===== config.mk =====
export PLATFORM = sky130hd
export DESIGN_NAME = sqt_ctrl
export DESIGN_NICKNAME = d
export VERILOG_FILES = /design/src/sv/symbol_quote_table_with_history_core_defines.svh /design/src/sv/sqt_pkg.sv /design/src/sv/sqt_ctrl.sv
export SDC_FILE = /design/constraint.sdc
export NUM_CORES = 1
export LEC_CHECK = 0
export BUFFER_PORTS_ARGS = -buffer_cell sky130_fd_sc_hd__buf_2
export CAP_MARGIN = 40
export CORE_AREA = 2 2 39 41
export DETAILED_ROUTE_END_ITERATION = 10
export DIE_AREA = 0 0 41 43
export GPL_TIMING_DRIVEN = 0
export PLACE_DENSITY = 0.3
export SYNTH_ARGS = -nofsm -noshare
export SYNTH_HDL_FRONTEND = slang
export SYNTH_SLANG_ARGS = --single-unit

===== constraint.sdc =====
create_clock -name clk -period 1.25 [get_ports clk]
set_input_delay 0.0625 -clock clk [delete_from_list [all_inputs] [get_ports clk]]
set_output_delay 0.0625 -clock clk [all_outputs]
set_load 0.1 [all_outputs]

===== src/sv/symbol_quote_table_with_history_core_defines.svh =====
// ----------------------------------------------------------------------------
// Quote table assertion macros
// Shared concurrent assertion forms, clocked on clk with reset rst_n.
// ----------------------------------------------------------------------------
`ifndef SYMBOL_QUOTE_TABLE_WITH_HISTORY_CORE_DEFINES_SVH
`define SYMBOL_QUOTE_TABLE_WITH_HISTORY_CORE_DEFINES_SVH

// Same-cycle implication.
`define SQT_ASSERT_NOW(name, ante, cons) \
  name: assert property (@(posedge clk) disable iff (!rst_n) (ante) |-> (cons)) \
    else $error("quote table assertion failed");

// Next-cycle implication.
`define SQT_ASSERT_NEXT(name, ante, cons) \
  name: assert property (@(posedge clk) disable iff (!rst_n) (ante) |=> (cons)) \
    else $error("quote table assertion failed");

`endif


===== src/sv/sqt_pkg.sv =====
// ----------------------------------------------------------------------------
// Quote table package
// Sizes, payload layouts, control types and key normalization.
// ----------------------------------------------------------------------------
`default_nettype none

package sqt_pkg;

  localparam int MAX_SLOTS     = 64;
  localparam int HISTORY_DEPTH = 64;
  localparam int SYMBOL_CHARS  = 8;

  localparam int SLOT_W = (MAX_SLOTS > 1) ? $clog2(MAX_SLOTS) : 1;
  localparam int CNT_W  = $clog2(MAX_SLOTS + 1);
  localparam int HEAD_W = $clog2(HISTORY_DEPTH);
  localparam int FILL_W = $clog2(HISTORY_DEPTH + 1);

  localparam int KEY_W      = 64;
  localparam int PRICE_W    = 48;
  localparam int VOL_W      = 40;
  localparam int TS_W       = 63;
  localparam int STATUS_W   = 2;
  localparam int SLOT_OUT_W = 6;
  localparam int FILL_OUT_W = 7;

  localparam int IN_BITS     = KEY_W + 3 * PRICE_W + VOL_W + TS_W;
  localparam int IN_TDATA_W  = ((IN_BITS + 7) / 8) * 8;
  localparam int OUT_BITS    = STATUS_W + SLOT_OUT_W + FILL_OUT_W;
  localparam int OUT_TDATA_W = ((OUT_BITS + 7) / 8) * 8;

  typedef enum logic [STATUS_W-1:0] {
    ST_UPDATED = 2'd0,
    ST_ADDED   = 2'd1,
    ST_DROPPED = 2'd2
  } status_t;

  typedef struct packed {
    logic [TS_W-1:0]    time_stamp;
    logic [VOL_W-1:0]   traded_volume;
    logic [PRICE_W-1:0] ask_price;
    logic [PRICE_W-1:0] bid_price;
    logic [PRICE_W-1:0] last_price;
  } quote_t;

  typedef struct packed {
    logic [HEAD_W-1:0] head;
    logic [FILL_W-1:0] fill;
  } ring_t;

  typedef enum logic [3:0] {
    S_IDLE = 4'b0001,
    S_LOOK = 4'b0010,
    S_ENC  = 4'b0100,
    S_UPD  = 4'b1000
  } ctrl_state_t;

  typedef struct packed {
    logic capture;
    logic look;
    logic enc;
    logic commit;
  } cmd_t;

  typedef struct packed {
    logic out_free;
  } sts_t;

  // Keep the leading SYMBOL_CHARS characters; zero everything from the
  // first zero byte on, like a terminated string.
  function automatic logic [KEY_W-1:0] normalize_key(input logic [KEY_W-1:0] key);
    logic [KEY_W-1:0] res;
    logic             live;
    logic [7:0]       ch;
    res  = '0;
    live = 1'b1;
    for (int i = 0; i < 8; i++) begin
      ch = key[KEY_W-1-8*i -: 8];
      if (i >= SYMBOL_CHARS || ch == 8'h00) begin
        live = 1'b0;
      end
      if (live) begin
        res[KEY_W-1-8*i -: 8] = ch;
      end
    end
    return res;
  endfunction

endpackage

`default_nettype wire


===== src/sv/sqt_ctrl.sv =====
// ----------------------------------------------------------------------------
// Quote table controller
// Sequences capture, lookup, encode and commit for one transaction at a time.
// ----------------------------------------------------------------------------
`default_nettype none

module sqt_ctrl (
  input  wire           clk,
  input  wire           rst_n,
  input  wire           in_tvalid,
  output logic          in_tready,
  output sqt_pkg::cmd_t cmd,
  input  sqt_pkg::sts_t sts
);
  import sqt_pkg::*;

  ctrl_state_t state_r;
  ctrl_state_t state_nxt;

  assign in_tready   = (state_r == S_IDLE);
  assign cmd.capture = in_tvalid && in_tready;
  assign cmd.look    = (state_r == S_LOOK);
  assign cmd.enc     = (state_r == S_ENC);
  assign cmd.commit  = (state_r == S_UPD) && sts.out_free;

  always_comb begin
    state_nxt = state_r;
    case (state_r)
      S_IDLE: begin
        if (cmd.capture) begin
          state_nxt = S_LOOK;
        end
      end
      S_LOOK:  state_nxt = S_ENC;
      S_ENC:   state_nxt = S_UPD;
      S_UPD: begin
        // hold until the output register can take the result
        if (sts.out_free) begin
          state_nxt = S_IDLE;
        end
      end
      default: state_nxt = S_IDLE;
    endcase
  end

  always_ff @(posedge clk) begin
    if (!rst_n) begin
      state_r <= S_IDLE;
    end else begin
      state_r <= state_nxt;
    end
  end

endmodule

`default_nettype wire


==> metrics, run 1 <==
status finished, violations left; violated checks setup timing; Startpoint Class register; max reg flops 4; predominant post-synthesis flop cell dfxtp_1; Setup violations, final 3; flops & latches, synth 4; most common cell in the netlist dfxtp_1; crit end category output pin; largest registers state_r x4; post-route ant nets 0; post-synth cell types 17; CTS max path bufs 2; Routed WL approximately 470 µm; met1 Use GR ~8.3%; Clock Latency Late Sink approximately 0.24 ns; number of global-route vias before repair between 200 and 250; Syn Std Cell Area 188.9 µm²; pwr/cell area 1116 mW/mm²; antenna cells 0; arrival time worst endpoint roughly 1.3 ns; hold_buf cts 0; Post-Layout Inst Area 406.6 µm²; Clock transition at path regs 0.04 ns; WL/cell ~9.5 µm; VDD IR max about 0.53 mV; grt met2 use 9.063%; Largest Register state_r; cell count after synthesis 21; syn_nets 25; commonest cells after routing, fill and taps aside buf_12, clkbuf_4, buf_2; share of cells above drive strength 1 70.59%; Initial Util 13.65%; setup slack at placement -0.1368 ns; met3 usage between 5 and 6%; Synth area leaders dfxtp_1, and2_1, and4b_1; first-pass GRT wire length a little over 800 µm; yosys warns 0; total CTS buffers 3; Tightest Pin Transition roughly 0.24 ns; sequential fraction of the synthesis area roughly 42%; Final Wtd Congestion about 0.60; fill count 140; unrepaired setup endpoints after global routing true; placed instance area roughly 290 µm²; routed vias/inst ~4; Nets 39; area leader, netlist dfxtp_1; detailed-route via count 201; clock root buffer clkbuf_4; area added between synthesis and finish 115.2%; DRC viols 0; number of port buffers 8; final worst slack -0.08749 ns; initial antenna violation count 0; post-synth top area share 42.38%; setup_tns -0.1472 ns; chip height ~43 µm; post-route clock period utilization 107.0%; Critical Path RT around 1.2 ns; clk sink count 4; synth cell count leaders dfxtp_1, and2_1; 1st-iter DRT viols 3; GRT Resource Usage Total 7.422%; Hold Path Class input pin to register; worst clock skew 0.01093 ns; commonest non-fill, non-tap cell in the layout buf_12; Pre-antenna DRT Iters 2; Fin. Hold Viols 0; relative slew slack between 80% and 90%; syn avg cell area 8.997 µm²; fmax between 700 and 800 MHz; Post-synth EDFFs 0; gr ovfl total 0; largest net degree at the start of global routing 7; Ports 9; Post-synth ARST share 0%; Period minus WS final approximately 1.3 ns; CP max FO 6; H-tree levels 1; TritonCTS clock tree yes; max-cap violations 0; Die X between 40 and 50 µm; count of pins over their slew limit 0; Crit Path Class register to output pin; LEAKAGE roughly 0.00016 µW; Row Count 14; die area ~0.0018 mm²; Top Usage Layer GRT met2; core area between 0.001 and 0.0015 mm²
==> stage by stage <==
| stage | hold WS (ns) | power, µW | cells | util (%) |
|---|---|---|---|---|
| floorplan | 0.1424 | 229.9 | 21 | - |
| global placement | 0.2960 | 247.4 | 45 | 21.07 |
| detailed placement | 0.2878 | 247.2 | 45 | 21.07 |
| CTS | 0.02972 | 463.9 | 50 | 28.93 |
| global route | 0.04657 | 478.4 | 50 | 29.39 |
| finish | 0.04028 | 453.9 | 50 | 29.39 |
==> final cells by class <==
class                      instances  area (µm²)  area share [%]
clock buffer                       4       26.28           6.462
buffer                             1       7.507           1.846
sequential                         4       90.09           22.15
timing repair buffer               9       113.9           28.00
multi-input combinational         15       142.6           35.08
inverter                           1       6.256           1.538
tap                               16       20.02           4.923
==> worst paths after layout <==
kind | slack [ns] | endpoint | start | cells past startpoint
max reg2reg | 0.03 | state_r[0] | state_r[2] | 3
min reg2reg | 0.59 | state_r[3] | state_r[1] | 3
max | -0.09 | cmd[3] | state_r[3] | 3
min | 0.04 | state_r[0] | rst_n | 2
==> critical path, cell delays in order, from the launching register on <==
cell	delay (ns)
dfxtp_4	0.36
nor4b_4	0.31
and2_4	0.21
buf_12	0.17
==> routing by layer <==
| metal | up-vias | part of all wire [%] |
|---|---|---|
| li1 | 104 | - |
| met1 | 88 | 46 |
| met2 | 9 | 45 |
| met3 | 0 | 8.5 |
| met4 | 0 | 0 |
| met5 | - | 0 |
==> report_power, final <==
part | total, µW | switching (µW) | internal [µW]
clock | 174 | 54.5 | 120
combinational | 137 | 82.1 | 54.5
sequential | 143 | 11.4 | 132
total | 454 | 148 | 306
==> logic make-up after synthesis <==
group                  Yosys count  synth area share, %
AO/OA/AOI/OAI                    4                13.90
buffers and inverters            2                5.960
flip-flops                       4                42.39
AND/OR/NAND/NOR                 11                37.75
==> timing repair <==
| action | CTS | global route |
|---|---|---|
| gates cloned | 0 | 0 |
| pin swaps | 2 | 1 |
| gates resized for setup | 21 | 1 |
| endpoints found under the setup margin | 6 | 6 |
| buffers inserted | 1 | 0 |
(Power assumes the default switching activity.)
==> run 2, diff against run 1 <==
--- a/config.mk
+++ b/config.mk
@@ -5,12 +5,12 @@
 export SDC_FILE = /design/constraint.sdc
 export NUM_CORES = 1
 export LEC_CHECK = 0
-export BUFFER_PORTS_ARGS = -buffer_cell sky130_fd_sc_hd__buf_2
+export BUFFER_PORTS_ARGS = -buffer_cell sky130_fd_sc_hd__buf_4
 export CAP_MARGIN = 40
 export CORE_AREA = 2 2 39 41
 export DETAILED_ROUTE_END_ITERATION = 10
 export DIE_AREA = 0 0 41 43
-export GPL_TIMING_DRIVEN = 0
+export GPL_TIMING_DRIVEN = 1
 export PLACE_DENSITY = 0.3
 export SYNTH_ARGS = -nofsm -noshare
 export SYNTH_HDL_FRONTEND = slang
==> constraint.sdc (replaced) <==
create_clock -name clk -period 1.4 [get_ports clk]
set_input_delay 0.07 -clock clk [delete_from_list [all_inputs] [get_ports clk]]
set_output_delay 0.07 -clock clk [all_outputs]
set_load 0.1 [all_outputs]
==> run 2 against run 1 <==
The flow now finishes without violations. Routed wire length is 6.6% higher. Critical path depth is 1 higher. Register-to-register slack improved by 0.05 ns. Combinational power down 21%. Flip-flop and latch count is the same. Clock skew decreased by 0.0067 ns. Non-clock buffer count stayed put. Total power down 14%. Largest power group unchanged. Worst setup slack better by 0.12 ns. Utilization decreased by 2.5 points. Hold slack worse by 0.0090 ns. Highest routed layer is now met4. First-iteration DRC count decreased by 67%.
==> metrics, run 2 (same netlist as run 1, synthesis figures left out) <==
first-pass GRT wire length 800 µm (-1.7%); fill count 147 (+5.0%); Hold Path Class input pin to register; area of the multi-input gates 130.1 µm² (-8.8%); antenna cells 0 (unchanged); Clock Latency Late Sink 0.24 ns (about the same); TritonCTS clock tree yes; commonest non-fill, non-tap cell in the layout buf_4; Crit Path Class register to output pin; arrival time worst endpoint 1.30 ns (+0.03 ns); post-route ant nets 0 (unchanged); setup slack at placement 0.07254 ns (+0.2093 ns); detailed-route via count 200 (-0.50%); largest registers state_r x4; gr ovfl total 0 (unchanged); fmax between 700 and 800 MHz; Largest Register state_r; Pre-antenna DRT Iters 4 (+2); crit end category output pin; hold_buf cts 0 (unchanged); Ports 9 (unchanged); Final Wtd Congestion 0.6164 (+2.4%); number of global-route vias before repair 195 (-4.9%); area added between synthesis and finish 96.69%; CTS max path bufs 2 (unchanged); Clock transition at path regs 0.04 ns (about the same); Inst Count DP 46 (+2.2%); DRC viols 0 (unchanged); Net Sw Frac 32.97% (+0.35 points); status finished clean; Initial Util 13.65% (unchanged); reported net switching power 129.3 µW (-13%); Row Count 14 (unchanged); Die X 41 µm (unchanged); clock share of power 40.2% (+1.8 points); relative slew slack 81.67% (-2.4 points); VDD IR max 0.3698 mV (-31%); H-tree levels 1 (unchanged); Int Power 262.9 µW (-14%); fin cells 50 (unchanged); Final Util 26.85% (-2.5 points); Tightest Pin Transition 0.2732 ns (+0.03590 ns); LEAKAGE 0.0001538 µW (-4.2%); unrepaired setup endpoints after global routing true; 1st-iter DRT viols 1 (-2); Gate power share 27.7% (-2.4 points); R2R Setup Slk 0.08 ns (+0.05 ns); crit path capture cmd[3]; Reg-to-Reg End state_r[0]; Period minus WS final about 1.4 ns; number of port buffers 8 (unchanged); GRT Resource Usage Total 7.615% (+0.19 points); routed vias/inst 4.000 (-0.50%); WL/cell 10.08 µm (+6.6%); die area 0.001763 mm² (unchanged); Worst Reg2Reg Path Length in Cells 3 (unchanged); RR Startpoint state_r[3]; total CTS buffers 3 (unchanged); worst clock skew 0.004217 ns (-0.006716 ns); Setup violations, final 0 (-3); crit path from state_r[2]; Critical Path RT 1.33 ns (+0.14 ns); initial antenna violation count 0 (unchanged); chip height 43 µm (unchanged); DP HPWL ~420 µm; core area 0.001384 mm² (unchanged); Routed WL 504 µm (+6.6%); share of cells above drive strength 1 61.76% (-8.8 points); max-cap violations 0 (unchanged); Seq. cell area 90.09 µm² (unchanged); Fin. Hold Viols 0 (unchanged); final worst slack 0.03000 ns (+0.1175 ns); Startpoint Class register; CP max FO 3 (-3); Nets 39 (unchanged); max reg flops 4 (unchanged); largest net degree at the start of global routing 7 (unchanged); sequential share of power 32.2% (+0.7 points); clk sink count 4 (unchanged); commonest cells after routing, fill and taps aside buf_4, clkbuf_4, buf_6, dfxtp_2, dfxtp_4; pwr/cell area 1055 mW/mm² (-5.4%); post-route clock period utilization 97.86%; clock root buffer clkbuf_4; count of pins over their slew limit 0 (unchanged)
==> run 2: power by group through the flow <==
stage	Sequential, µW	Clock, µW	Combinational, µW
6_report	126	158	108
5_1_grt	127	180	113
3_3_place_gp	130	0	100
3_5_place_dp	130	0	99.9
4_1_cts	128	169	109
2_1_floorplan	129	0	76.3
==> run 2: what timing repair did <==
action / CTS / global route
setup buffers: 0 / 0
endpoints found under the setup margin: 1 / 4
resized for setup: 5 / 3
pin swaps: 1 / 0
==> run 2: worst min-delay path by stage <==
| stage | startpoint | endpoint | slack [ns] | depth (start not counted) |
|---|---|---|---|---|
| 2_1_floorplan | rst_n | state_r[0] | 0.15 | 1 |
| 3_3_place_gp | rst_n | state_r[0] | 0.28 | 2 |
| 3_5_place_dp | rst_n | state_r[0] | 0.29 | 2 |
| 4_1_cts | rst_n | state_r[0] | 0.03 | 2 |
| 5_1_grt | rst_n | state_r[0] | 0.03 | 2 |
| 6_report | rst_n | state_r[0] | 0.03 | 2 |
==> run 2: per-stage QoR <==
step | setup TNS [ns] | power (µW) | hold slack [ns] | instance area (µm²)
floorplan | -2.695 | 205.2 | 0.1499 | 230.2
global placement | 0 | 230.3 | 0.2778 | 317.8
detailed placement | 0 | 230.0 | 0.2851 | 317.8
CTS | 0 | 405.8 | 0.03367 | 361.6
global route | -0.04643 | 419.9 | 0.02994 | 371.6
finish | 0 | 392.2 | 0.03123 | 371.6
==> run 2: worst max-delay path: stages, from the launching register on <==
cell	delay [ns]
dfxtp_2	0.32
buf_6	0.12
nor4b_4	0.25
and2_4	0.21
buf_12	0.17
==> run 2: area by class of cell <==
| cell class | instances | area share [%] |
|---|---|---|
| clock buffers | 4 | 7.071 |
| inverters | 1 | 1.684 |
| multi-input cells | 15 | 35.02 |
| flip-flops and latches | 4 | 24.24 |
| well taps | 16 | 5.387 |
| repair buffers | 10 | 26.60 |
==> run 2: layer usage <==
metal	GRT usage [%]	part of all wire, %	routed length, µm	up-vias
met5	0	0	0	-
met4	10.00	2.0	10	0
met3	3.141	7.5	38	2
met2	8.125	47	235	9
met1	9.265	44	220	86
li1	-	-	-	103
==> run 3, diff against run 2 <==
--- a/config.mk
+++ b/config.mk
@@ -5,13 +5,14 @@
 export SDC_FILE = /design/constraint.sdc
 export NUM_CORES = 1
 export LEC_CHECK = 0
+export ABC_AREA = 1
 export BUFFER_PORTS_ARGS = -buffer_cell sky130_fd_sc_hd__buf_4
 export CAP_MARGIN = 40
 export CORE_AREA = 2 2 39 41
 export DETAILED_ROUTE_END_ITERATION = 10
 export DIE_AREA = 0 0 41 43
 export GPL_TIMING_DRIVEN = 1
-export PLACE_DENSITY = 0.3
+export PLACE_DENSITY = 0.33
 export SYNTH_ARGS = -nofsm -noshare
 export SYNTH_HDL_FRONTEND = slang
 export SYNTH_SLANG_ARGS = --single-unit
==> run 3 against run 2 <==
Routed wire length stayed put. Synthesized cell count increased by 90%. Total power increased by 6.0%. Cell area fell by 10%. Non-clock buffer count decreased by 2. Count of clock-buffer cells in the layout fell by 1.
==> metrics, run 3 <==
count of pins over their slew limit 0 (unchanged); status finished clean; arrival time worst endpoint 1.20 ns (-0.10 ns); Startpoint Class register; number of global-route vias before repair 230 (+18%); CP max FO 3 (unchanged); Post-synth ARST share 0% (unchanged); commonest cells after routing, fill and taps aside inv_1, nand2_1, buf_4, nor2_1, nor2_2; worst hold slack 0.09067 ns (+0.05944 ns); hold_buf cts 0 (unchanged); syn_nets 44 (+76%); critical path cell sequence inv_1 > nor2_2 > nand2_2 > nor2_2 > buf_4; Critical Path RT 1.33 ns (about the same); flops & latches, synth 4 (unchanged); die area 0.001763 mm² (unchanged); post-route clock period utilization 90.77% (-7.1 points); Hold Path Class input pin to register; initial antenna violation count 0 (unchanged); Tightest Pin Transition 0.2793 ns (+0.006087 ns); WL/cell 7.636 µm (-24%); detailed-route via count 239 (+20%); first-pass GRT wire length 800 µm (unchanged); cell count after synthesis 40 (+90%); Synth area leaders dfxtp_1, inv_1, nand2_1; LEAKAGE 0.0002012 µW (+31%); Row Count 14 (unchanged); VDD IR max 0.2955 mV (-20%); post-synth top area share 34.22% (-8.2 points); Pre-antenna DRT Iters 2 (-2); yosys warns 0 (unchanged); number of port buffers 8 (unchanged); largest net degree at the start of global routing 4 (-3); post-route ant nets 0 (unchanged); max reg flops 4 (unchanged); final worst slack 0.1292 ns (+0.09922 ns); Worst path most repeated cell nor2_2; routed vias/inst 3.621 (-9.5%); Nets 56 (+44%); post-synth cell types 11 (-6); Routed WL 504 µm (unchanged); unrepaired setup endpoints after global routing false; gr ovfl total 0 (unchanged); Post-synth EDFFs 0 (unchanged); synth cell count leaders inv_1, nand2_1, nor2_1; clock root buffer clkbuf_4; antenna cells 0 (unchanged); DP HPWL 443.8 µm (+4.8%); fmax 786.9 MHz (+7.8%); share of cells above drive strength 1 36.00% (-26 points); Syn Std Cell Area 234.0 µm² (+24%); post-CTS sizing 0 (-5); H-tree levels 1 (unchanged); fill count 169 (+15%); most common cell in the netlist inv_1; Initial Util 16.91% (+3.3 points); 1st-iter DRT viols 1 (unchanged); critical path's slowest cell dfxtp_1; crit end category output pin; CTS max path bufs 2 (unchanged); GRT Resource Usage Total 8.016% (+0.40 points); core area 0.001384 mm² (unchanged); pwr/cell area 1245 mW/mm² (+18%); largest registers state_r x4; max-cap violations 0 (unchanged); Crit Path Class register to output pin; TritonCTS clock tree yes; relative slew slack 81.54% (-0.13 points); DRC viols 0 (unchanged); area leader, netlist dfxtp_1; syn avg cell area 5.849 µm² (-35%); commonest non-fill, non-tap cell in the layout inv_1; Fin. Hold Viols 0 (unchanged); Die X 41 µm (unchanged); area added between synthesis and finish 42.78%; delay-heaviest family, CP flip-flops; Period minus WS final 1.271 ns (-0.09922 ns); Largest Register state_r; CP max stage delay 0.35 ns (+0.03 ns); Worst Path Buf+Inv 2 (unchanged); Final Wtd Congestion 0.6661 (+8.1%); sequential fraction of the synthesis area 34.22% (-8.2 points); Clock Latency Late Sink 0.23 ns (about the same); predominant post-synthesis flop cell dfxtp_1; chip height 43 µm (unchanged); setup slack at placement 0.3584 ns (+0.2858 ns); postcts setup bufs 0 (unchanged); Setup violations, final 0 (unchanged); clk sink count 4 (unchanged); Ports 9 (unchanged); Clock transition at path regs 0.04 ns (about the same); worst clock skew 0.001167 ns (-0.003050 ns); total CTS buffers 3 (unchanged)
## run 3: changes by cell type after synthesis, sizes merged, moves of 2 or more
cell,before,now
inv,1,12
nor2,1,10
nand2,1,9
and2,2,0
nand3,0,2
## run 3: cells by family after synthesis
group	count (synthesis)	share of synthesized area, %
compound gates	1	2.137
buf+inv	13	22.46
simple gates	22	41.18
flops	4	34.23
## run 3: worst paths after layout
check	depth (start not counted)	slack (ns)	startpoint	end
setup / recovery	5	0.13	state_r[0]	cmd[3]
hold / removal	4	0.09	rst_n	state_r[0]
setup reg to reg	7	0.46	state_r[0]	state_r[0]
hold reg to reg	3	0.59	state_r[0]	state_r[2]
## run 3: worst min-delay path, delay by kind of cell
family / cells / cell delay [ns]
buffers and inverters: 2 / 0.12
and+or+nand+nor: 2 / 0.08
## run 3: area by class of cell
type | count | area (µm²) | area share (%)
timing repair buffer | 8 | 60.06 | 17.98
multi-input combinational | 23 | 106.4 | 31.84
inverter | 12 | 45.04 | 13.48
clock buffer | 3 | 22.52 | 6.742
tap | 16 | 20.02 | 5.993
sequential | 4 | 80.08 | 23.97
## run 3: routing by layer
metal  GRT usage [%]  part of all wire (%)  up-vias
li1                -                     -      131
met1           6.390                    42       96
met2           10.31                    47        8
met3           3.141                   3.2        4
met4           14.00                   7.7        0
met5               0                     0        -
## run 3: report_power, final
group	switching, µW	internal, µW
logic	114	34.8
clock network	43.8	95.7
registers	5.77	122
## run 3: through the flow
step	power [µW]	instance area [µm²]	cells	TNS, ns	util, %
6_report	415.9	334.1	66	0	24.14
5_1_grt	437.7	334.1	66	0	24.14
2_1_floorplan	248.2	239.0	40	-0.004889	-
3_3_place_gp	281.4	311.5	63	0	22.51
3_5_place_dp	280.3	311.5	63	0	22.51
4_1_cts	421.4	334.1	66	0	24.14
